[config.mk]
export PLATFORM = sky130hd
export DESIGN_NAME = playfair_pair_cipher
export DESIGN_NICKNAME = d
export VERILOG_FILES = /design/src/rtl/pfc_pkg.sv /design/src/rtl/pfc_ram.sv /design/src/rtl/pfc_lane.sv /design/src/rtl/pfc_merge.sv /design/src/rtl/playfair_pair_cipher.sv
export SDC_FILE = /design/constraint.sdc
export NUM_CORES = 1
export LEC_CHECK = 0
export BUFFER_PORTS_ARGS = -buffer_cell sky130_fd_sc_hd__clkbuf_2
export CAP_MARGIN = 20
export CORE_MARGIN = 1.5
export CORE_UTILIZATION = 50
export DETAILED_ROUTE_END_ITERATION = 7
export PLACE_DENSITY = 0.7
export SYNTH_ARGS = -nofsm -noshare
export SYNTH_HDL_FRONTEND = slang
export SYNTH_HIERARCHICAL = 1
export SYNTH_SLANG_ARGS = --single-unit
export TNS_END_PERCENT = 20
[constraint.sdc]
create_clock -name i_clk -period 6.75 [get_ports i_clk]
set_clock_uncertainty 0.15 [all_clocks]
set_input_delay 0.675 -clock i_clk [delete_from_list [all_inputs] [get_ports i_clk]]
set_output_delay 0.675 -clock i_clk [all_outputs]
set_load 0.02 [all_outputs]
[src/rtl/pfc_pkg.sv]
// Shared types, constants and helper functions of the Playfair pair cipher.
package pfc_pkg;

    localparam int SIDE      = 5;
    localparam int CELLS     = 25;
    localparam int LETTERS   = 26;
    localparam int LETTER_W  = 5;
    localparam int CELL_W    = 5;
    localparam int COORD_W   = 3;
    localparam int LETTER_I  = 8;
    localparam int LETTER_J  = 9;
    localparam int LETTER_Z  = 25;
    // row = (cell * 13) >> 6 is exact for every cell index below 25
    localparam int ROW_MUL   = 13;
    localparam int ROW_SHIFT = 6;

    typedef enum logic [1:0] {
        OP_KEY     = 2'd0,
        OP_FINISH  = 2'd1,
        OP_ENCRYPT = 2'd2,
        OP_DECRYPT = 2'd3
    } t_op;

    typedef enum logic [1:0] {
        ST_DONE      = 2'd0,
        ST_PRESENT   = 2'd1,
        ST_NOT_READY = 2'd2
    } t_status;

    typedef struct packed {
        t_op                 operation;
        logic [LETTER_W-1:0] letter_a;
        logic [LETTER_W-1:0] letter_b;
    } t_item;

    typedef struct packed {
        logic [LETTER_W-1:0] out_a;
        logic [LETTER_W-1:0] out_b;
        t_status             status;
    } t_result;

    typedef struct packed {
        logic [COORD_W-1:0] row;
        logic [COORD_W-1:0] col;
    } t_coord;

    typedef struct packed {
        logic [CELL_W-1:0] cell_a;
        logic [CELL_W-1:0] cell_b;
    } t_cells;

    // Clamp codes above z to z and take j as i.
    function automatic logic [LETTER_W-1:0] fold_letter(input logic [LETTER_W-1:0] v);
        logic [LETTER_W-1:0] c;
        c = v;
        if (c > LETTER_W'(LETTER_Z)) c = LETTER_W'(LETTER_Z);
        if (c == LETTER_W'(LETTER_J)) c = LETTER_W'(LETTER_I);
        return c;
    endfunction

    // Add a shift of 0..4 to a coordinate of 0..4, wrapping at the side length.
    function automatic logic [COORD_W-1:0] wrap_add(input logic [COORD_W-1:0] v,
                                                    input logic [COORD_W-1:0] s);
        logic [COORD_W:0] sum;
        sum = {1'b0, v} + {1'b0, s};
        if (sum >= (COORD_W+1)'(SIDE)) sum = sum - (COORD_W+1)'(SIDE);
        return sum[COORD_W-1:0];
    endfunction

    // Flatten row and column into a row-major cell index.
    function automatic logic [CELL_W-1:0] cell_index(input t_coord c);
        return {c.row, 2'b00} + CELL_W'(c.row) + CELL_W'(c.col);
    endfunction

endpackage

[src/rtl/pfc_ram.sv]
// Generic RAM with one write port and two registered read ports.
module pfc_ram #(
    parameter int WIDTH = 8,
    parameter int DEPTH = 32
) (
    input  logic                     i_clk,
    input  logic                     i_we,
    input  logic [$clog2(DEPTH)-1:0] i_waddr,
    input  logic [WIDTH-1:0]         i_wdata,
    input  logic [$clog2(DEPTH)-1:0] i_raddr0,
    input  logic [$clog2(DEPTH)-1:0] i_raddr1,
    output logic [WIDTH-1:0]         o_rdata0,
    output logic [WIDTH-1:0]         o_rdata1
);

    logic [WIDTH-1:0] r_mem [DEPTH];
    logic [WIDTH-1:0] r_rdata0;
    logic [WIDTH-1:0] r_rdata1;

    always_ff @(posedge i_clk) begin
        if (i_we) begin
            r_mem[i_waddr] <= i_wdata;
        end
        r_rdata0 <= r_mem[i_raddr0];
        r_rdata1 <= r_mem[i_raddr1];
    end

    assign o_rdata0 = r_rdata0;
    assign o_rdata1 = r_rdata1;

endmodule

[src/rtl/pfc_lane.sv]
// Lookup lane: split one letter's cell index into row and column.
module pfc_lane (
    input  logic [pfc_pkg::CELL_W-1:0] i_cell,
    output pfc_pkg::t_coord            o_coord
);

    localparam int PROD_W = pfc_pkg::CELL_W + 4;

    logic [PROD_W-1:0]          prod;
    logic [pfc_pkg::COORD_W-1:0] row;
    logic [pfc_pkg::CELL_W-1:0]  row_base;

    // divide by the side length through a reciprocal multiply
    assign prod     = PROD_W'(i_cell) * PROD_W'(pfc_pkg::ROW_MUL);
    assign row      = pfc_pkg::COORD_W'(prod >> pfc_pkg::ROW_SHIFT);
    assign row_base = {row, 2'b00} + pfc_pkg::CELL_W'(row);

    assign o_coord.row = row;
    assign o_coord.col = pfc_pkg::COORD_W'(i_cell - row_base);

endmodule

[src/rtl/pfc_merge.sv]
// Merge stage: combine both lanes' coordinates into the two output cells.
module pfc_merge (
    input  pfc_pkg::t_coord i_lane_a,
    input  pfc_pkg::t_coord i_lane_b,
    input  logic            i_decrypt,
    output pfc_pkg::t_cells o_cells
);

    logic [pfc_pkg::COORD_W-1:0] step;
    pfc_pkg::t_coord             res_a;
    pfc_pkg::t_coord             res_b;

    // shift forward on encrypt, backward (side minus one) on decrypt
    assign step = i_decrypt ? pfc_pkg::COORD_W'(pfc_pkg::SIDE - 1) : pfc_pkg::COORD_W'(1);

    always_comb begin
        res_a = i_lane_a;
        res_b = i_lane_b;
        if (i_lane_a.row == i_lane_b.row) begin
            res_a.col = pfc_pkg::wrap_add(i_lane_a.col, step);
            res_b.col = pfc_pkg::wrap_add(i_lane_b.col, step);
        end else if (i_lane_a.col == i_lane_b.col) begin
            res_a.row = pfc_pkg::wrap_add(i_lane_a.row, step);
            res_b.row = pfc_pkg::wrap_add(i_lane_b.row, step);
        end else begin
            // swap the rectangle's corners
            res_a.col = i_lane_b.col;
            res_b.col = i_lane_a.col;
        end
    end

    assign o_cells.cell_a = pfc_pkg::cell_index(res_a);
    assign o_cells.cell_b = pfc_pkg::cell_index(res_b);

endmodule

[src/rtl/playfair_pair_cipher.sv]
// Top level of the Playfair pair cipher engine.
// Playfair cipher on letters coded 0 (a) to 25 (z); j is taken as i and codes
// above z as z. Raise start with an item while busy is low; the transaction is
// taken at that edge. Every item answers with exactly one result, shown on
// o_result for a single cycle while o_strobe is high; the receiver cannot hold
// it off, so capture it in that cycle. A key-letter item appends an unseen
// letter to the square and answers in the next cycle, with busy staying low,
// so key letters may stream one per cycle. A key letter on a finished square
// starts a new key. A finish item walks the 26 letters one per cycle to fill
// the free cells, holding busy meanwhile; it answers once z has been walked.
// An encrypt or decrypt pair holds busy until it answers: the accept edge reads
// both letter positions from the position memory, then the two lookup lanes
// and the merge stage form both target cells and read them from the square
// memory, then the result is registered and presented. A pair sent before the
// square is finished answers status 2 in the next cycle and changes nothing.
module playfair_pair_cipher (
    input  logic             i_clk,
    input  logic             i_rst_n,
    input  logic             start,
    output logic             busy,
    input  pfc_pkg::t_item   i_item,
    output logic             o_strobe,
    output pfc_pkg::t_result o_result
);

    typedef enum logic [1:0] {
        S_IDLE,
        S_LOOK,
        S_CELL,
        S_FILL
    } t_state;

    localparam int FILL_W = pfc_pkg::CELL_W;

    t_state                          r_state, n_state;
    logic [pfc_pkg::LETTERS-1:0]     r_used, n_used;
    logic [FILL_W-1:0]               r_fill, n_fill;
    logic                            r_ready, n_ready;
    logic [pfc_pkg::LETTER_W-1:0]    r_walk, n_walk;
    logic                            r_decrypt, n_decrypt;
    logic                            r_strobe, n_strobe;
    pfc_pkg::t_result                r_result, n_result;

    logic [pfc_pkg::LETTER_W-1:0]    fold_a;
    logic [pfc_pkg::LETTER_W-1:0]    fold_b;
    logic [FILL_W-1:0]               fill_eff;
    logic [pfc_pkg::LETTERS-1:0]     used_eff;

    logic                            place_en;
    logic [pfc_pkg::LETTER_W-1:0]    place_letter;
    logic [FILL_W-1:0]               place_cell;

    logic [pfc_pkg::CELL_W-1:0]      pos_a;
    logic [pfc_pkg::CELL_W-1:0]      pos_b;
    logic [pfc_pkg::LETTER_W-1:0]    sq_a;
    logic [pfc_pkg::LETTER_W-1:0]    sq_b;
    pfc_pkg::t_coord                 lane_a;
    pfc_pkg::t_coord                 lane_b;
    pfc_pkg::t_cells                 cells;

    assign fold_a = pfc_pkg::fold_letter(i_item.letter_a);
    assign fold_b = pfc_pkg::fold_letter(i_item.letter_b);

    // a key letter on a finished square sees an empty square
    assign fill_eff = r_ready ? '0 : r_fill;
    assign used_eff = r_ready ? '0 : r_used;

    // letter -> cell index; read both pair letters at the accept edge
    pfc_ram #(
        .WIDTH (pfc_pkg::CELL_W),
        .DEPTH (pfc_pkg::LETTERS)
    ) u_pos_ram (
        .i_clk    (i_clk),
        .i_we     (place_en),
        .i_waddr  (place_letter),
        .i_wdata  (place_cell),
        .i_raddr0 (fold_a),
        .i_raddr1 (fold_b),
        .o_rdata0 (pos_a),
        .o_rdata1 (pos_b)
    );

    // one lane per pair letter
    pfc_lane u_lane_a (
        .i_cell  (pos_a),
        .o_coord (lane_a)
    );

    pfc_lane u_lane_b (
        .i_cell  (pos_b),
        .o_coord (lane_b)
    );

    pfc_merge u_merge (
        .i_lane_a (lane_a),
        .i_lane_b (lane_b),
        .i_decrypt(r_decrypt),
        .o_cells  (cells)
    );

    // cell index -> letter; read both target cells out of the merge stage
    pfc_ram #(
        .WIDTH (pfc_pkg::LETTER_W),
        .DEPTH (pfc_pkg::CELLS)
    ) u_square_ram (
        .i_clk    (i_clk),
        .i_we     (place_en),
        .i_waddr  (place_cell),
        .i_wdata  (place_letter),
        .i_raddr0 (cells.cell_a),
        .i_raddr1 (cells.cell_b),
        .o_rdata0 (sq_a),
        .o_rdata1 (sq_b)
    );

    always_comb begin
        n_state      = r_state;
        n_used       = r_used;
        n_fill       = r_fill;
        n_ready      = r_ready;
        n_walk       = r_walk;
        n_decrypt    = r_decrypt;
        n_strobe     = 1'b0;
        n_result     = r_result;
        place_en     = 1'b0;
        place_letter = fold_a;
        place_cell   = fill_eff;

        unique case (r_state)
            S_IDLE: begin
                if (start) begin
                    unique case (i_item.operation)
                        pfc_pkg::OP_KEY: begin
                            // drop the old square on a new key, then append
                            n_ready         = 1'b0;
                            n_used          = used_eff;
                            n_fill          = fill_eff;
                            n_strobe        = 1'b1;
                            n_result.out_a  = '0;
                            n_result.out_b  = '0;
                            n_result.status = pfc_pkg::ST_DONE;
                            if (used_eff[fold_a] || fill_eff >= FILL_W'(pfc_pkg::CELLS)) begin
                                n_result.status = pfc_pkg::ST_PRESENT;
                            end else begin
                                place_en       = 1'b1;
                                n_used[fold_a] = 1'b1;
                                n_fill         = fill_eff + FILL_W'(1);
                            end
                        end
                        pfc_pkg::OP_FINISH: begin
                            n_state = S_FILL;
                            n_walk  = '0;
                        end
                        pfc_pkg::OP_ENCRYPT, pfc_pkg::OP_DECRYPT: begin
                            if (r_ready) begin
                                n_state   = S_LOOK;
                                n_decrypt = (i_item.operation == pfc_pkg::OP_DECRYPT);
                            end else begin
                                n_strobe        = 1'b1;
                                n_result.out_a  = '0;
                                n_result.out_b  = '0;
                                n_result.status = pfc_pkg::ST_NOT_READY;
                            end
                        end
                        default: begin
                            n_state = S_IDLE;
                        end
                    endcase
                end
            end
            S_LOOK: begin
                // positions are out of memory; lanes and merge address the square
                n_state = S_CELL;
            end
            S_CELL: begin
                n_state         = S_IDLE;
                n_strobe        = 1'b1;
                n_result.out_a  = sq_a;
                n_result.out_b  = sq_b;
                n_result.status = pfc_pkg::ST_DONE;
            end
            S_FILL: begin
                // place each unused letter but j in the next free cell
                place_letter = r_walk;
                place_cell   = r_fill;
                if (r_walk != pfc_pkg::LETTER_W'(pfc_pkg::LETTER_J) && !r_used[r_walk]
                    && r_fill < FILL_W'(pfc_pkg::CELLS)) begin
                    place_en       = 1'b1;
                    n_used[r_walk] = 1'b1;
                    n_fill         = r_fill + FILL_W'(1);
                end
                if (r_walk == pfc_pkg::LETTER_W'(pfc_pkg::LETTER_Z)) begin
                    n_state         = S_IDLE;
                    n_ready         = 1'b1;
                    n_strobe        = 1'b1;
                    n_result.out_a  = '0;
                    n_result.out_b  = '0;
                    n_result.status = pfc_pkg::ST_DONE;
                end else begin
                    n_walk = r_walk + pfc_pkg::LETTER_W'(1);
                end
            end
            default: begin
                n_state = S_IDLE;
            end
        endcase
    end

    always_ff @(posedge i_clk) begin
        if (!i_rst_n) begin
            r_state  <= S_IDLE;
            r_used   <= '0;
            r_fill   <= '0;
            r_ready  <= 1'b0;
            r_walk   <= '0;
            r_strobe <= 1'b0;
        end else begin
            r_state  <= n_state;
            r_used   <= n_used;
            r_fill   <= n_fill;
            r_ready  <= n_ready;
            r_walk   <= n_walk;
            r_strobe <= n_strobe;
        end
        r_decrypt <= n_decrypt;
        r_result  <= n_result;
    end

    assign busy     = (r_state != S_IDLE);
    assign o_strobe = r_strobe;
    assign o_result = r_result;

`ifndef ASSERT_OFF
    a_fill_bound: assert property (@(posedge i_clk) disable iff (!i_rst_n)
        r_fill <= FILL_W'(pfc_pkg::CELLS))
        else $error("fill count beyond square size");

    a_ready_full: assert property (@(posedge i_clk) disable iff (!i_rst_n)
        r_ready |-> (r_fill == FILL_W'(pfc_pkg::CELLS) && !r_used[pfc_pkg::LETTER_J]))
        else $error("finished square is not full");

    a_pair_latency: assert property (@(posedge i_clk) disable iff (!i_rst_n)
        (start && !busy && r_ready && (i_item.operation == pfc_pkg::OP_ENCRYPT
            || i_item.operation == pfc_pkg::OP_DECRYPT)) |-> ##3 o_strobe)
        else $error("pair result not delivered on time");

    a_fill_quiet: assert property (@(posedge i_clk) disable iff (!i_rst_n)
        (r_state == S_FILL || r_state == S_LOOK) |-> !r_strobe)
        else $error("result strobe while a transaction is in progress");
`endif

endmodule
==> qor.json, run 1 <==
{
  "worst_path_dominant_cell_family": {"value": "adder cells"},
  "final_common_cell": {"value": "edfxtp_1"},
  "gpl.final_weighted_congestion": {"value": 0.925},
  "placeableCoreArea": {"value": 35800, "unit": "µm²"},
  "layout.cells.non_filler": {"value": 1985},
  "final_hpwl_dp": {"value": 32100, "unit": "µm"},
  "grt_start_max_net_pins": {"value": 41},
  "num_io_pins": {"value": 29},
  "port_bufs": {"value": 28},
  "syn_nets": {"value": 1562},
  "ff2ff_path_depth": {"value": 22},
  "timing.final.max_slew_violations": {"value": 0},
  "tmin_final": {"value": 6570, "unit": "ps"},
  "drive_above_1_share": {"value": 21.2, "unit": "%"},
  "worstSetupEndpointType": {"value": "register"},
  "run_status": {"value": "finished, final reports clean"},
  "cts_htree_levels": {"value": 2},
  "yosysSeqAreaShare": {"value": 50.5, "unit": "%"},
  "placedCellCount": {"value": 1906},
  "worst_margin_pin_slew": {"value": 1040, "unit": "ps"},
  "fmax": {"value": 152, "unit": "MHz"},
  "clk_pin_slew_worst_paths": {"value": 60, "unit": "ps"},
  "critPathMaxStageDelay": {"value": 510, "unit": "ps"},
  "die_outline_area": {"value": 37800, "unit": "µm²"},
  "synth_top_cells_by_area": {"value": "edfxtp_1, mux4_2, dfxtp_1"},
  "cts-root-buf": {"value": "clkbuf_16"},
  "max_cap_violations": {"value": 0},
  "violation_count_after_the_first_detailed_route_iteration": {"value": 1538},
  "max_root_sink_buffers": {"value": 3},
  "seq_cells_post_synth": {"value": 328},
  "layout.cell_area.non_filler": {"value": 20500, "unit": "µm²"},
  "placed_cell_area": {"value": 19000, "unit": "µm²"},
  "timing.max_slew.rel_slack": {"value": 30.7, "unit": "%"},
  "worst_hold_path_type": {"value": "register to register"},
  "post-route-drc-count": {"value": 0},
  "grt_antenna_before_repair": {"value": 0},
  "worst_hold_path.num_cells": {"value": 2},
  "placement_rows": {"value": 69},
  "post_cts_hold_buffer_count": {"value": 0},
  "drt-pass1-iter-count": {"value": 5},
  "groute.usage.overall": {"value": 24.9, "unit": "%"},
  "synth_flop_cell": {"value": "edfxtp_1"},
  "cp_slowest_cell": {"value": "fa_1"},
  "number_of_global_route_vias_before_repair": {"value": 12600},
  "cts_made_buffers": {"value": 35},
  "finalCritPeriodShare": {"value": 97.3, "unit": "%"},
  "synth.largest_area_cell": {"value": "edfxtp_1"},
  "netlist_area_before_placement": {"value": 18300, "unit": "µm²"},
  "final-setup-viol-count": {"value": 0},
  "ws_path_type": {"value": "register to register"},
  "route.detailed.vias_per_inst": {"value": 6.51},
  "synth_cells": {"value": 1472},
  "cts_tree": {"value": "yes"},
  "synth.yosys.warnings": {"value": 6},
  "crit_top_cell": {"value": "fa_1"},
  "chipWidth": {"value": 194, "unit": "µm"},
  "crit_arrival": {"value": 6830, "unit": "ps"},
  "synth_cell_types": {"value": 84},
  "hold_end": {"value": "r_used[9]$_SDFFE_PN0P_"},
  "reg2reg_slack": {"value": 180, "unit": "ps"},
  "global_route_wire_length_before_repair": {"value": 73400, "unit": "µm"},
  "critical_path.cell_chain": {"value": "ha_1, fa_1, ha_1, nand4_1, o21ai_4, xor2_2, ha_2, fa_1, xor2_1, xnor2_1, xnor2_2, xor2_1, nor4_4, buf_4, mux2i_2, fa_1, fa_1, inv_2, mux4_2, or2_0, mux4_2, o311a_1"},
  "crit_path_start": {"value": "u_pos_ram/o_rdata1[1]$_DFF_P_"},
  "synthDominantCellAreaShare": {"value": 43.9, "unit": "%"},
  "min_from": {"value": "r_used[9]$_SDFFE_PN0P_"},
  "design.final.nets": {"value": 1587},
  "synth_enable_flop_cells": {"value": 268},
  "critPathMaxFanout": {"value": 4},
  "worst-endpoint-required": {"value": 7010, "unit": "ps"},
  "most-common-layout-cells": {"value": "edfxtp_1, nand2_1, nor2_1"},
  "worst_flop_to_flop_path_startpoint": {"value": "u_pos_ram/o_rdata1[1]$_DFF_P_"},
  "dr_total_vias": {"value": 12900},
  "areaGrowthSynthToFinish": {"value": 11.6, "unit": "%"},
  "die_height": {"value": 194, "unit": "µm"},
  "initial_utilization": {"value": 51.2, "unit": "%"},
  "hold_violations": {"value": 0},
  "final_antenna_net_count": {"value": 0},
  "worstSetupStartpointType": {"value": "register"},
  "globalRoute.totalOverflow": {"value": 0},
  "regToRegEndpoint": {"value": "u_square_ram/o_rdata0[0]$_DFF_P_"},
  "postSynthAreaPerCell": {"value": 12.5, "unit": "µm²"},
  "worst_skew_pair.late_latency": {"value": 530, "unit": "ps"},
  "cts_num_sinks": {"value": 328},
  "wl_per_cell": {"value": 23.9, "unit": "µm"},
  "crit_buf_inv": {"value": 2},
  "wirelength": {"value": 47400, "unit": "µm"},
  "async_reset_ff_share": {"value": 0, "unit": "%"}
}
[worst reg2reg max path, cell delays in order, from the launching register on]
cell     delay [ps]
dfxtp_1         330
ha_1            320
fa_1            460
ha_1            310
nand4_1         140
o21ai_4         250
xor2_2          110
ha_2            190
fa_1            380
xor2_1          210
xnor2_1         150
xnor2_2         330
xor2_1          160
nor4_4          250
buf_4           200
mux2i_2         280
fa_1            500
fa_1            510
inv_2           140
mux4_2          300
or2_0           210
mux4_2          450
o311a_1         140
[through the flow]
stage	setup WS, ps	TNS (ps)	hold WS (ps)	util, %
after global routing	-51.7	-107	346	57.1
after floorplan	124	0	278	-
after global placement	30.0	0	322	53.0
after CTS	2.75	0	319	56.2
final	185	0	331	57.1
after detailed placement	-250	-582	323	53.0
[cell families after synthesis]
| group | after synthesis | share of synthesized area (%) |
|---|---|---|
| xor gates and xnor gates | 31 | 1.56 |
| and+or+nand+nor | 425 | 11.8 |
| DFF | 328 | 50.5 |
| adders and majority gates | 75 | 5.45 |
| buffers and inverters | 150 | 3.59 |
| AOI/OAI and AO/OA | 264 | 10.0 |
| muxes | 199 | 17.1 |
[flip-flops by register name, summed over array words and instances, names as in the netlist]
name / cells
r_used: 26
u_pos_ram/r_mem: 130
r_decrypt: 1
u_square_ram/o_rdata1: 5
o_strobe: 1
u_pos_ram/o_rdata1: 5
o_result: 12
r_walk: 5
u_square_ram/r_mem: 125
u_pos_ram/o_rdata0: 5
r_ready: 1
r_fill: 5
r_state: 2
u_square_ram/o_rdata0: 5
[repair_timing]
item,4_1_cts,5_1_grt
gates resized for setup,5,43
setup endpoints to repair,7,10
gates cloned,1,0
pin swaps,2,17
setup buffers,1,10
[final cells by class]
class	count	area [µm²]
clock buffer	42	902
tap	461	577
multi-input combinational	994	8690
fill	2830	15400
timing repair buffer	82	648
sequential	328	9260
antenna	1	2.50
inverter	56	215
clock inverter	21	165
[worst max-delay path by stage]
stage | endpoint | slack (ps) | cells after the start
5_1_grt | u_square_ram/o_rdata1[0]$_DFF_P_ | -50 | 28
2_1_floorplan | u_square_ram/o_rdata0[0]$_DFF_P_ | 120 | 27
3_3_place_gp | u_square_ram/o_rdata0[0]$_DFF_P_ | 30 | 27
6_report | u_square_ram/o_rdata0[0]$_DFF_P_ | 180 | 22
3_5_place_dp | u_square_ram/o_rdata0[0]$_DFF_P_ | -250 | 27
4_1_cts | u_square_ram/o_rdata1[4]$_DFF_P_ | 3 | 26
[layer usage]
| layer | GRT usage [%] | share of wire (%) | up-vias |
|---|---|---|---|
| li1 | - | - | 5749 |
| met2 | 41.1 | 48 | 646 |
| met4 | 7.90 | 3.2 | 0 |
| met1 | 33.9 | 41 | 6427 |
| met5 | 0 | 0 | - |
| met3 | 3.82 | 7.5 | 109 |
[synth_stat cells (10+ instances only)]
cell type	instances
o21ai_0	46
mux4_2	88
nor2_1	96
nand3b_1	11
buf_2	21
nor2b_1	27
and2_1	22
a211o_1	11
inv_1	54
buf_4	11
clkbuf_1	55
nand3_1	34
o211ai_1	11
nand4_1	22
edfxtp_1	268
mux2i_1	86
xnor2_1	16
ha_1	67
a21oi_1	49
a41oi_1	10
nand2b_1	12
mux2_2	23
nand2_1	121
a22oi_1	31
a31oi_1	13
xor2_1	13
o22ai_1	19
dfxtp_1	60
nor3_1	19
Power of run 1 is left out: the tool's default activity adds up to more than one toggle a clock period on the data nets, which glitch-free logic cannot reach.
==> inputs of run 2 (changes only) <==
Settings changed: ABC_AREA from default to 1, CORE_UTILIZATION 50 to 58, CTS_CLUSTER_DIAMETER from default to 150, PLACE_DENSITY 0.7 to 0.79.
==> run 2 against run 1 <==
Sequential share of layout area down 3.0 points. Setup slack improved by 260 ps. Utilization grew 6.3 points. Count of clock-buffer cells in the layout grew 3. Largest cell class unchanged.
==> qor.json, run 2 <==
{
  "postSynthAreaPerCell": {"value": 7.60, "unit": "µm²", "change": "-39%"},
  "cts_num_sinks": {"value": 328, "change": "unchanged"},
  "seq_cells_post_synth": {"value": 328, "change": "unchanged"},
  "max_root_sink_buffers": {"value": 3, "change": "unchanged"},
  "met3_wirelength": {"value": 5820, "unit": "µm", "change": "+63%"},
  "worst-endpoint-required": {"value": 7090, "unit": "ps", "change": "+80 ps"},
  "cp_slowest_cell": {"value": "fa_1"},
  "synth_xor_xnor_area_share": {"value": 0.516, "unit": "%", "change": "-1.0 points"},
  "final_hpwl_dp": {"value": 36600, "unit": "µm", "change": "+14%"},
  "worstSetupEndpointType": {"value": "register"},
  "die_height": {"value": 190, "unit": "µm", "change": "-2.1%"},
  "cts_htree_levels": {"value": 2, "change": "unchanged"},
  "netlist_area_before_placement": {"value": 20400, "unit": "µm²", "change": "+11%"},
  "synth_enable_flop_cells": {"value": 268, "change": "unchanged"},
  "met2WireLength": {"value": 25800, "unit": "µm", "change": "+13%"},
  "cts_made_buffers": {"value": 37, "change": "+5.7%"},
  "wl_per_cell": {"value": 17.9, "unit": "µm", "change": "-25%"},
  "synth.yosys.warnings": {"value": 6, "change": "unchanged"},
  "areaGrowthSynthToFinish": {"value": 7.45, "unit": "%"},
  "placedCellCount": {"value": 3065, "change": "+61%"},
  "post_cts_hold_buffer_count": {"value": 0, "change": "unchanged"},
  "synth-adder-area-share": {"value": 4.90, "unit": "%", "change": "-0.55 points"},
  "worst_hold_path_type": {"value": "input pin to register"},
  "placement_rows": {"value": 68, "change": "-1.4%"},
  "worstSetupStartpointType": {"value": "register"},
  "globalRoute.totalOverflow": {"value": 0, "change": "unchanged"},
  "global_route_wire_length_before_repair": {"value": 89200, "unit": "µm", "change": "+22%"},
  "fmax": {"value": 158, "unit": "MHz", "change": "+4.1%"},
  "critPathMaxFanout": {"value": 10, "change": "+6"},
  "layout.cells.non_filler": {"value": 3138, "change": "+58%"},
  "num_io_pins": {"value": 29, "change": "unchanged"},
  "design.final.nets": {"value": 2747, "change": "+73%"},
  "final_antenna_net_count": {"value": 0, "change": "unchanged"},
  "crit_arrival": {"value": 6650, "unit": "ps", "change": "-180 ps"},
  "final_common_cell": {"value": "nand2_1"},
  "chipWidth": {"value": 190, "unit": "µm", "change": "-2.1%"},
  "cts_tree": {"value": "yes"},
  "synth.largest_area_cell": {"value": "edfxtp_1"},
  "fillers": {"value": 2973, "change": "+5.1%"},
  "syn_nets": {"value": 2772, "change": "+77%"},
  "port_bufs": {"value": 28, "change": "unchanged"},
  "synth.top_cells.by_count": {"value": "nand2_1, nand3_1, inv_1, edfxtp_1, nor2_1"},
  "wirelength": {"value": 56100, "unit": "µm", "change": "+19%"},
  "crit_top_cell": {"value": "nand2_1"},
  "grt_start_max_net_pins": {"value": 73, "change": "+78%"},
  "final-setup-viol-count": {"value": 0, "change": "unchanged"},
  "critPathMaxStageDelay": {"value": 460, "unit": "ps", "change": "-50 ps"},
  "ff2ff_path_depth": {"value": 34, "change": "+55%"},
  "synthDominantCellAreaShare": {"value": 39.5, "unit": "%", "change": "-4.4 points"},
  "post_synth_mux_area_share": {"value": 0, "unit": "%", "change": "-17 points"},
  "ws_path_type": {"value": "register to register"},
  "worst_skew_pair.late_latency": {"value": 550, "unit": "ps", "change": "+20 ps"},
  "top_signal_layer_used": {"value": "met4"},
  "count_of_inserted_antenna_diode_cells": {"value": 0, "change": "-1"},
  "synth_flop_cell": {"value": "edfxtp_1"},
  "setup_repair_after_global_routing_missed_its_margin": {"value": "true"},
  "timing.final.max_slew_violations": {"value": 0, "change": "unchanged"},
  "violation_count_after_the_first_detailed_route_iteration": {"value": 2353, "change": "+53%"},
  "max_cap_violations": {"value": 0, "change": "unchanged"},
  "largest-register": {"value": "u_pos_ram/r_mem"},
  "worst_margin_pin_slew": {"value": 1060, "unit": "ps", "change": "+24.4 ps"},
  "placeableCoreArea": {"value": 34500, "unit": "µm²", "change": "-3.6%"},
  "async_reset_ff_share": {"value": 0, "unit": "%", "change": "unchanged"},
  "most-common-layout-cells": {"value": "nand2_1, nand3_1, inv_1"},
  "number_of_global_route_vias_before_repair": {"value": 17200, "change": "+36%"},
  "finalCritPeriodShare": {"value": 93.5, "unit": "%", "change": "-3.8 points"},
  "gpl.final_weighted_congestion": {"value": 0.953, "change": "+3.0%"},
  "worst_hold_path.num_cells": {"value": 3, "change": "+1"},
  "synth-compound-area-share": {"value": 5.65, "unit": "%", "change": "-4.4 points"},
  "route.layer.met1.wl": {"value": 22400, "unit": "µm", "change": "+15%"},
  "synth_top_cells_by_area": {"value": "edfxtp_1, nand2_1, nand3_1"},
  "drive_above_1_share": {"value": 7.79, "unit": "%", "change": "-13 points"},
  "die_outline_area": {"value": 36300, "unit": "µm²", "change": "-4.1%"},
  "groute.usage.overall": {"value": 31.0, "unit": "%", "change": "+6.1 points"},
  "hold_violations": {"value": 0, "change": "unchanged"},
  "worst_path_dominant_cell_family": {"value": "adder cells"},
  "synth_cell_types": {"value": 44, "change": "-48%"},
  "synth_cells": {"value": 2682, "change": "+82%"},
  "combinational_family_with_the_most_area_after_synthesis": {"value": "simple AND/OR/NAND/NOR gates"},
  "yosysSeqAreaShare": {"value": 45.4, "unit": "%", "change": "-5.1 points"},
  "crit_buf_inv": {"value": 7, "change": "+5"},
  "drt-pass1-iter-count": {"value": 8, "change": "+3"},
  "synthSimpleGateAreaFrac": {"value": 33.0, "unit": "%", "change": "+21 points"},
  "tmin_final": {"value": 6310, "unit": "ps", "change": "-256 ps"},
  "clk_pin_slew_worst_paths": {"value": 60, "unit": "ps", "change": "about the same"},
  "grt_antenna_before_repair": {"value": 0, "change": "unchanged"},
  "route.detailed.vias_per_inst": {"value": 5.82, "change": "-11%"},
  "post-route-drc-count": {"value": 0, "change": "unchanged"},
  "run_status": {"value": "finished, final reports clean"},
  "initial_utilization": {"value": 59.0, "unit": "%", "change": "+7.8 points"},
  "flip_flop_count_of_the_largest_register_after_layout": {"value": 130, "change": "unchanged"},
  "cts-root-buf": {"value": "clkbuf_16"},
  "seq_cell_area": {"value": 9250, "unit": "µm²", "change": "about the same"},
  "yosysMostFrequentCell": {"value": "nand2_1"},
  "critical_path_cell_count": {"value": 34, "change": "+55%"},
  "dr_total_vias": {"value": 18300, "change": "+41%"},
  "multi_input_comb_area": {"value": 9100, "unit": "µm²", "change": "+4.7%"},
  "layout_top_registers": {"value": "u_pos_ram/r_mem (130), u_square_ram/r_mem (125), r_used (26)"},
  "timing.max_slew.rel_slack": {"value": 28.8, "unit": "%", "change": "-1.9 points"}
}
-- run 2: kinds of logic (layout without fill, tap and decap cells) --
| kind of cell | Yosys count | count (layout) |
|---|---|---|
| AND/OR/NAND/NOR | 1581 | 1581 |
| buffers and inverters | 475 | 476 |
| flip-flops | 328 | 328 |
| AO/OA/AOI/OAI | 211 | 211 |
| adder cells (fa/ha/maj) | 75 | 75 |
| XOR/XNOR | 12 | 12 |
-- run 2: metrics by stage --
step                hold slack (ps)  TNS (ps)  util (%)  setup WS (ps)  area (µm²)
floorplan                       295         0         -            947       20400
global placement                310         0      59.5            426       20600
detailed placement              324         0      59.5            214       20600
CTS                             281         0      63.0            201       21800
global route                    334      -173      63.4          -66.4       21900
finish                          301         0      63.4            440       21900
-- run 2: layer usage --
| metal | vias to the layer above | track usage, % |
|---|---|---|
| li1 | 8668 | - |
| met3 | 163 | 4.32 |
| met5 | - | 0 |
| met2 | 1094 | 50.1 |
| met1 | 8338 | 42.1 |
| met4 | 0 | 12.9 |
-- run 2: worst register-to-register path: cells and delay by family, from the launching register on --
kind	cells	cell delay, ps
AOI/OAI and AO/OA	1	170
DFF	1	350
adders and majority gates	9	2930
and+or+nand+nor	15	1400
xor gates and xnor gates	2	350
buffers and inverters	7	890
-- run 2: final timing paths --
kind                                 startpoint                          endpoint  slack (ps)
setup / recovery  u_pos_ram/o_rdata1[2]$_DFF_P_  u_square_ram/o_rdata1[2]$_DFF_P_         440
hold / removal                       i_item[10]               r_decrypt$_DFFE_PP_         300
setup reg to reg  u_pos_ram/o_rdata1[2]$_DFF_P_  u_square_ram/o_rdata1[2]$_DFF_P_         440
hold reg to reg          r_used[9]$_SDFFE_PN0P_            r_used[9]$_SDFFE_PN0P_         340
-- run 2: cell type report --
class | instances | area share, %
inverter | 348 | 6.09
timing repair inverter | 1 | 0.0343
clock buffer | 45 | 4.46
clock inverter | 20 | 1.07
timing repair buffer | 62 | 1.94
multi-input combinational | 1879 | 41.6
tap | 455 | 2.60
sequential | 328 | 42.2
-- run 2: timing repair --
| action | in CTS | in global routing |
|---|---|---|
| endpoints found under the setup margin | 0 | 10 |
| hold endpoints to repair | 0 | 0 |
| setup buffers | 0 | 6 |
| gates resized for setup | 0 | 19 |
Power of run 2 is left out for the same reason.
==> inputs of run 3 (changes only) <==
Settings changed: CORE_UTILIZATION 58 to 60, GPL_TIMING_DRIVEN from default to 0, PLACE_DENSITY 0.79 to 0.78, SYNTH_HIERARCHICAL 1 to default.
Clock period 6.75 ns to 6.7 ns, I/O delays scaled along.
==> run 3 against run 2 <==
The run now ends with design-rule violations, negative setup slack left. Count of clock-buffer cells in the layout increased by 4. Die area decreased by 7.9%. Largest cell class unchanged. Highest routed layer unchanged. Sequential share of layout area decreased by 0.17 points.
==> qor.json, run 3 <==
{
  "run_status": {"value": "finished, violations left"},
  "violations": {"value": "design-rule violations, negative setup slack"},
  "final_antenna_net_count": {"value": 0, "change": "unchanged"},
  "critPathMaxFanout": {"value": 10, "change": "unchanged"},
  "number_of_global_route_vias_before_repair": {"value": 17400, "change": "+1.5%"},
  "cts_num_sinks": {"value": 328, "change": "unchanged"},
  "chipWidth": {"value": 183, "unit": "µm", "change": "-4.0%"},
  "layout.cell_area.non_filler": {"value": 22000, "unit": "µm²", "change": "+0.59%"},
  "post_cts_hold_buffer_count": {"value": 0, "change": "unchanged"},
  "synth.largest_area_cell": {"value": "edfxtp_1"},
  "layout_top_registers": {"value": "u_pos_ram.r_mem (130), u_square_ram.r_mem (125), r_used (26)"},
  "areaGrowthSynthToFinish": {"value": 13.6, "unit": "%"},
  "max_cap_violations": {"value": 0, "change": "unchanged"},
  "drive_above_1_share": {"value": 11.1, "unit": "%", "change": "+3.3 points"},
  "placeableCoreArea": {"value": 31700, "unit": "µm²", "change": "-8.2%"},
  "cts_htree_levels": {"value": 2, "change": "unchanged"},
  "async_reset_ff_share": {"value": 0, "unit": "%", "change": "unchanged"},
  "fmax": {"value": 146, "unit": "MHz", "change": "-8.0%"},
  "tmin_final": {"value": 6860, "unit": "ps", "change": "+552 ps"},
  "dr_total_vias": {"value": 18500, "change": "+1.5%"},
  "wl_per_cell": {"value": 23.8, "unit": "µm", "change": "+33%"},
  "synth.yosys.warnings": {"value": 0, "change": "-6"},
  "placement_rows": {"value": 65, "change": "-4.4%"},
  "die_height": {"value": 183, "unit": "µm", "change": "-4.0%"},
  "synthDominantCellAreaShare": {"value": 41.5, "unit": "%", "change": "+2.0 points"},
  "synth_flop_cell": {"value": "edfxtp_1"},
  "synth_top_cells_by_area": {"value": "edfxtp_1, nand2_1, o21ai_0"},
  "violation_count_after_the_first_detailed_route_iteration": {"value": 2795, "change": "+19%"},
  "count_of_inserted_antenna_diode_cells": {"value": 0, "change": "unchanged"},
  "critPathMaxStageDelay": {"value": 590, "unit": "ps", "change": "+130 ps"},
  "num_io_pins": {"value": 29, "change": "unchanged"},
  "wirelength": {"value": 68200, "unit": "µm", "change": "+21%"},
  "cts_tree": {"value": "yes"},
  "global_route_wire_length_before_repair": {"value": 102000, "unit": "µm", "change": "+14%"},
  "setup_repair_after_global_routing_missed_its_margin": {"value": "true"},
  "syn_nets": {"value": 2427, "change": "-12%"},
  "worstSetupStartpointType": {"value": "register"},
  "max_root_sink_buffers": {"value": 3, "change": "unchanged"},
  "crit_top_cell": {"value": "nand2_1"},
  "worst-endpoint-required": {"value": 7010, "unit": "ps", "change": "-80 ps"},
  "crit_arrival": {"value": 7170, "unit": "ps", "change": "+520 ps"},
  "port_bufs": {"value": 27, "change": "-3.6%"},
  "seq_cells_post_synth": {"value": 328, "change": "unchanged"},
  "final-setup-viol-count": {"value": 9, "change": "+9"},
  "hold_violations": {"value": 0, "change": "unchanged"},
  "initial_utilization": {"value": 61.1, "unit": "%", "change": "+2.1 points"},
  "drt-pass1-iter-count": {"value": 8, "change": "unchanged"},
  "finalCritPeriodShare": {"value": 102, "unit": "%", "change": "+8.9 points"},
  "flip_flop_count_of_the_largest_register_after_layout": {"value": 130, "change": "unchanged"},
  "most-common-layout-cells": {"value": "nand2_1, edfxtp_1, inv_1"},
  "design.final.nets": {"value": 2530, "change": "-7.9%"},
  "final_hpwl_dp": {"value": 48000, "unit": "µm", "change": "+31%"},
  "synth_enable_flop_cells": {"value": 268, "change": "unchanged"},
  "groute.usage.overall": {"value": 40.4, "unit": "%", "change": "+9.3 points"},
  "timing.final.max_slew_violations": {"value": 0, "change": "unchanged"},
  "largest-register": {"value": "u_pos_ram.r_mem"},
  "worst_hold_path_type": {"value": "input pin to register"},
  "placed_cell_area": {"value": 20200, "unit": "µm²", "change": "-1.5%"},
  "synth_cell_types": {"value": 48, "change": "+9.1%"},
  "route.detailed.vias_per_inst": {"value": 6.47, "change": "+11%"},
  "die_outline_area": {"value": 33400, "unit": "µm²", "change": "-7.9%"},
  "clk_pin_slew_worst_paths": {"value": 60, "unit": "ps", "change": "about the same"},
  "grt_antenna_before_repair": {"value": 2, "change": "+2"},
  "yosysMostFrequentCell": {"value": "nand2_1"},
  "worstSetupEndpointType": {"value": "register"},
  "post-route-drc-count": {"value": 6, "change": "+6"},
  "cp_slowest_cell": {"value": "clkbuf_1"},
  "netlist_area_before_placement": {"value": 19400, "unit": "µm²", "change": "-4.8%"},
  "yosysSeqAreaShare": {"value": 47.7, "unit": "%", "change": "+2.3 points"},
  "gpl.final_weighted_congestion": {"value": 1.05, "change": "+10%"},
  "crit_path_setup_slack_layout": {"value": -162, "unit": "ps", "change": "-602 ps"},
  "worst_skew_pair.late_latency": {"value": 530, "unit": "ps", "change": "-20 ps"},
  "timing.max_slew.rel_slack": {"value": 27.0, "unit": "%", "change": "-1.8 points"},
  "cts_made_buffers": {"value": 36, "change": "-2.7%"},
  "synth.top_cells.by_count": {"value": "nand2_1, inv_1, edfxtp_1, o21ai_0, nor2_1"},
  "worst_margin_pin_slew": {"value": 1090, "unit": "ps", "change": "+29.7 ps"},
  "ws_path_type": {"value": "register to register"},
  "synth_cells": {"value": 2333, "change": "-13%"},
  "final_common_cell": {"value": "nand2_1"},
  "cts-root-buf": {"value": "clkbuf_16"},
  "globalRoute.totalOverflow": {"value": 0, "change": "unchanged"},
  "grt_start_max_net_pins": {"value": 29, "change": "-60%"},
  "postSynthAreaPerCell": {"value": 8.31, "unit": "µm²", "change": "+9.4%"}
}
[run 3: final timing paths]
path                            slack (ps)                                to  depth (start not counted)                             start
worst max-delay path                  -160  u_square_ram.o_rdata0[3]$_DFF_P_                         38     u_pos_ram.o_rdata0[2]$_DFF_P_
worst min-delay path                   300     u_pos_ram.o_rdata1[0]$_DFF_P_                          3                         i_item[4]
worst max register to register        -160  u_square_ram.o_rdata0[3]$_DFF_P_                         38     u_pos_ram.o_rdata0[2]$_DFF_P_
worst min register to register         340             o_result[5]$_DFFE_PP_                          2  u_square_ram.o_rdata1[3]$_DFF_P_
[run 3: logic make-up (layout without fill, tap and decap cells)]
kind of cell	after synthesis	after routing	synth area share, %
AO/OA/AOI/OAI	598	598	17.9
XOR/XNOR	18	18	0.813
adder cells (fa/ha/maj)	79	79	5.41
buffers and inverters	404	533	7.92
flip-flops	328	328	47.7
AND/OR/NAND/NOR	906	906	20.2
[run 3: worst max-delay path: cells and delay by family, from the launching register on]
kind | cells | cell delay, ps
fa+ha+maj | 9 | 2550
simple gates | 15 | 1490
buf+inv | 7 | 1230
compound gates | 5 | 680
flops | 1 | 370
xor+xnor | 2 | 300
[run 3: through the flow]
step	hold slack, ps	TNS [ps]	setup WS, ps	util, %	std cells
after floorplan	315	-44.1	-35.5	-	2333
after global placement	319	-10090	-1130	63.2	2762
after detailed placement	323	-11370	-1250	63.8	2771
after CTS	287	-5.52	-4.42	68.3	2845
after global routing	315	-3060	-398	69.4	2864
final	304	-716	-162	69.4	2864
[run 3: metal layers]
metal	track usage (%)	up-vias	share of wire (%)	wire, µm
met5	0	-	0	0
met4	20.0	0	5.4	3680
met3	6.97	285	12	8240
met2	65.8	1443	46	31200
met1	52.4	8568	37	25000
li1	-	8239	-	-
[run 3: repair_timing]
action / in CTS / in global routing
pin swaps: 20 / 46
gates resized for setup: 85 / 77
endpoints found under the setup margin: 10 / 10
setup buffers: 11 / 17
hold endpoints to repair: 0 / 0
cloned: 0 / 2
[run 3: cell type report]
cell class | instances | area, µm²
Timing Repair Buffer | 66 | 576
Sequential cell | 328 | 9270
Clock inverter | 15 | 88.8
Fill cell | 2478 | 9690
Inverter | 285 | 1090
Tap cell | 402 | 503
Multi-Input combinational cell | 1601 | 8930
Clock buffer | 49 | 992
Buffer | 118 | 579
Power of run 3 is left out for the same reason.
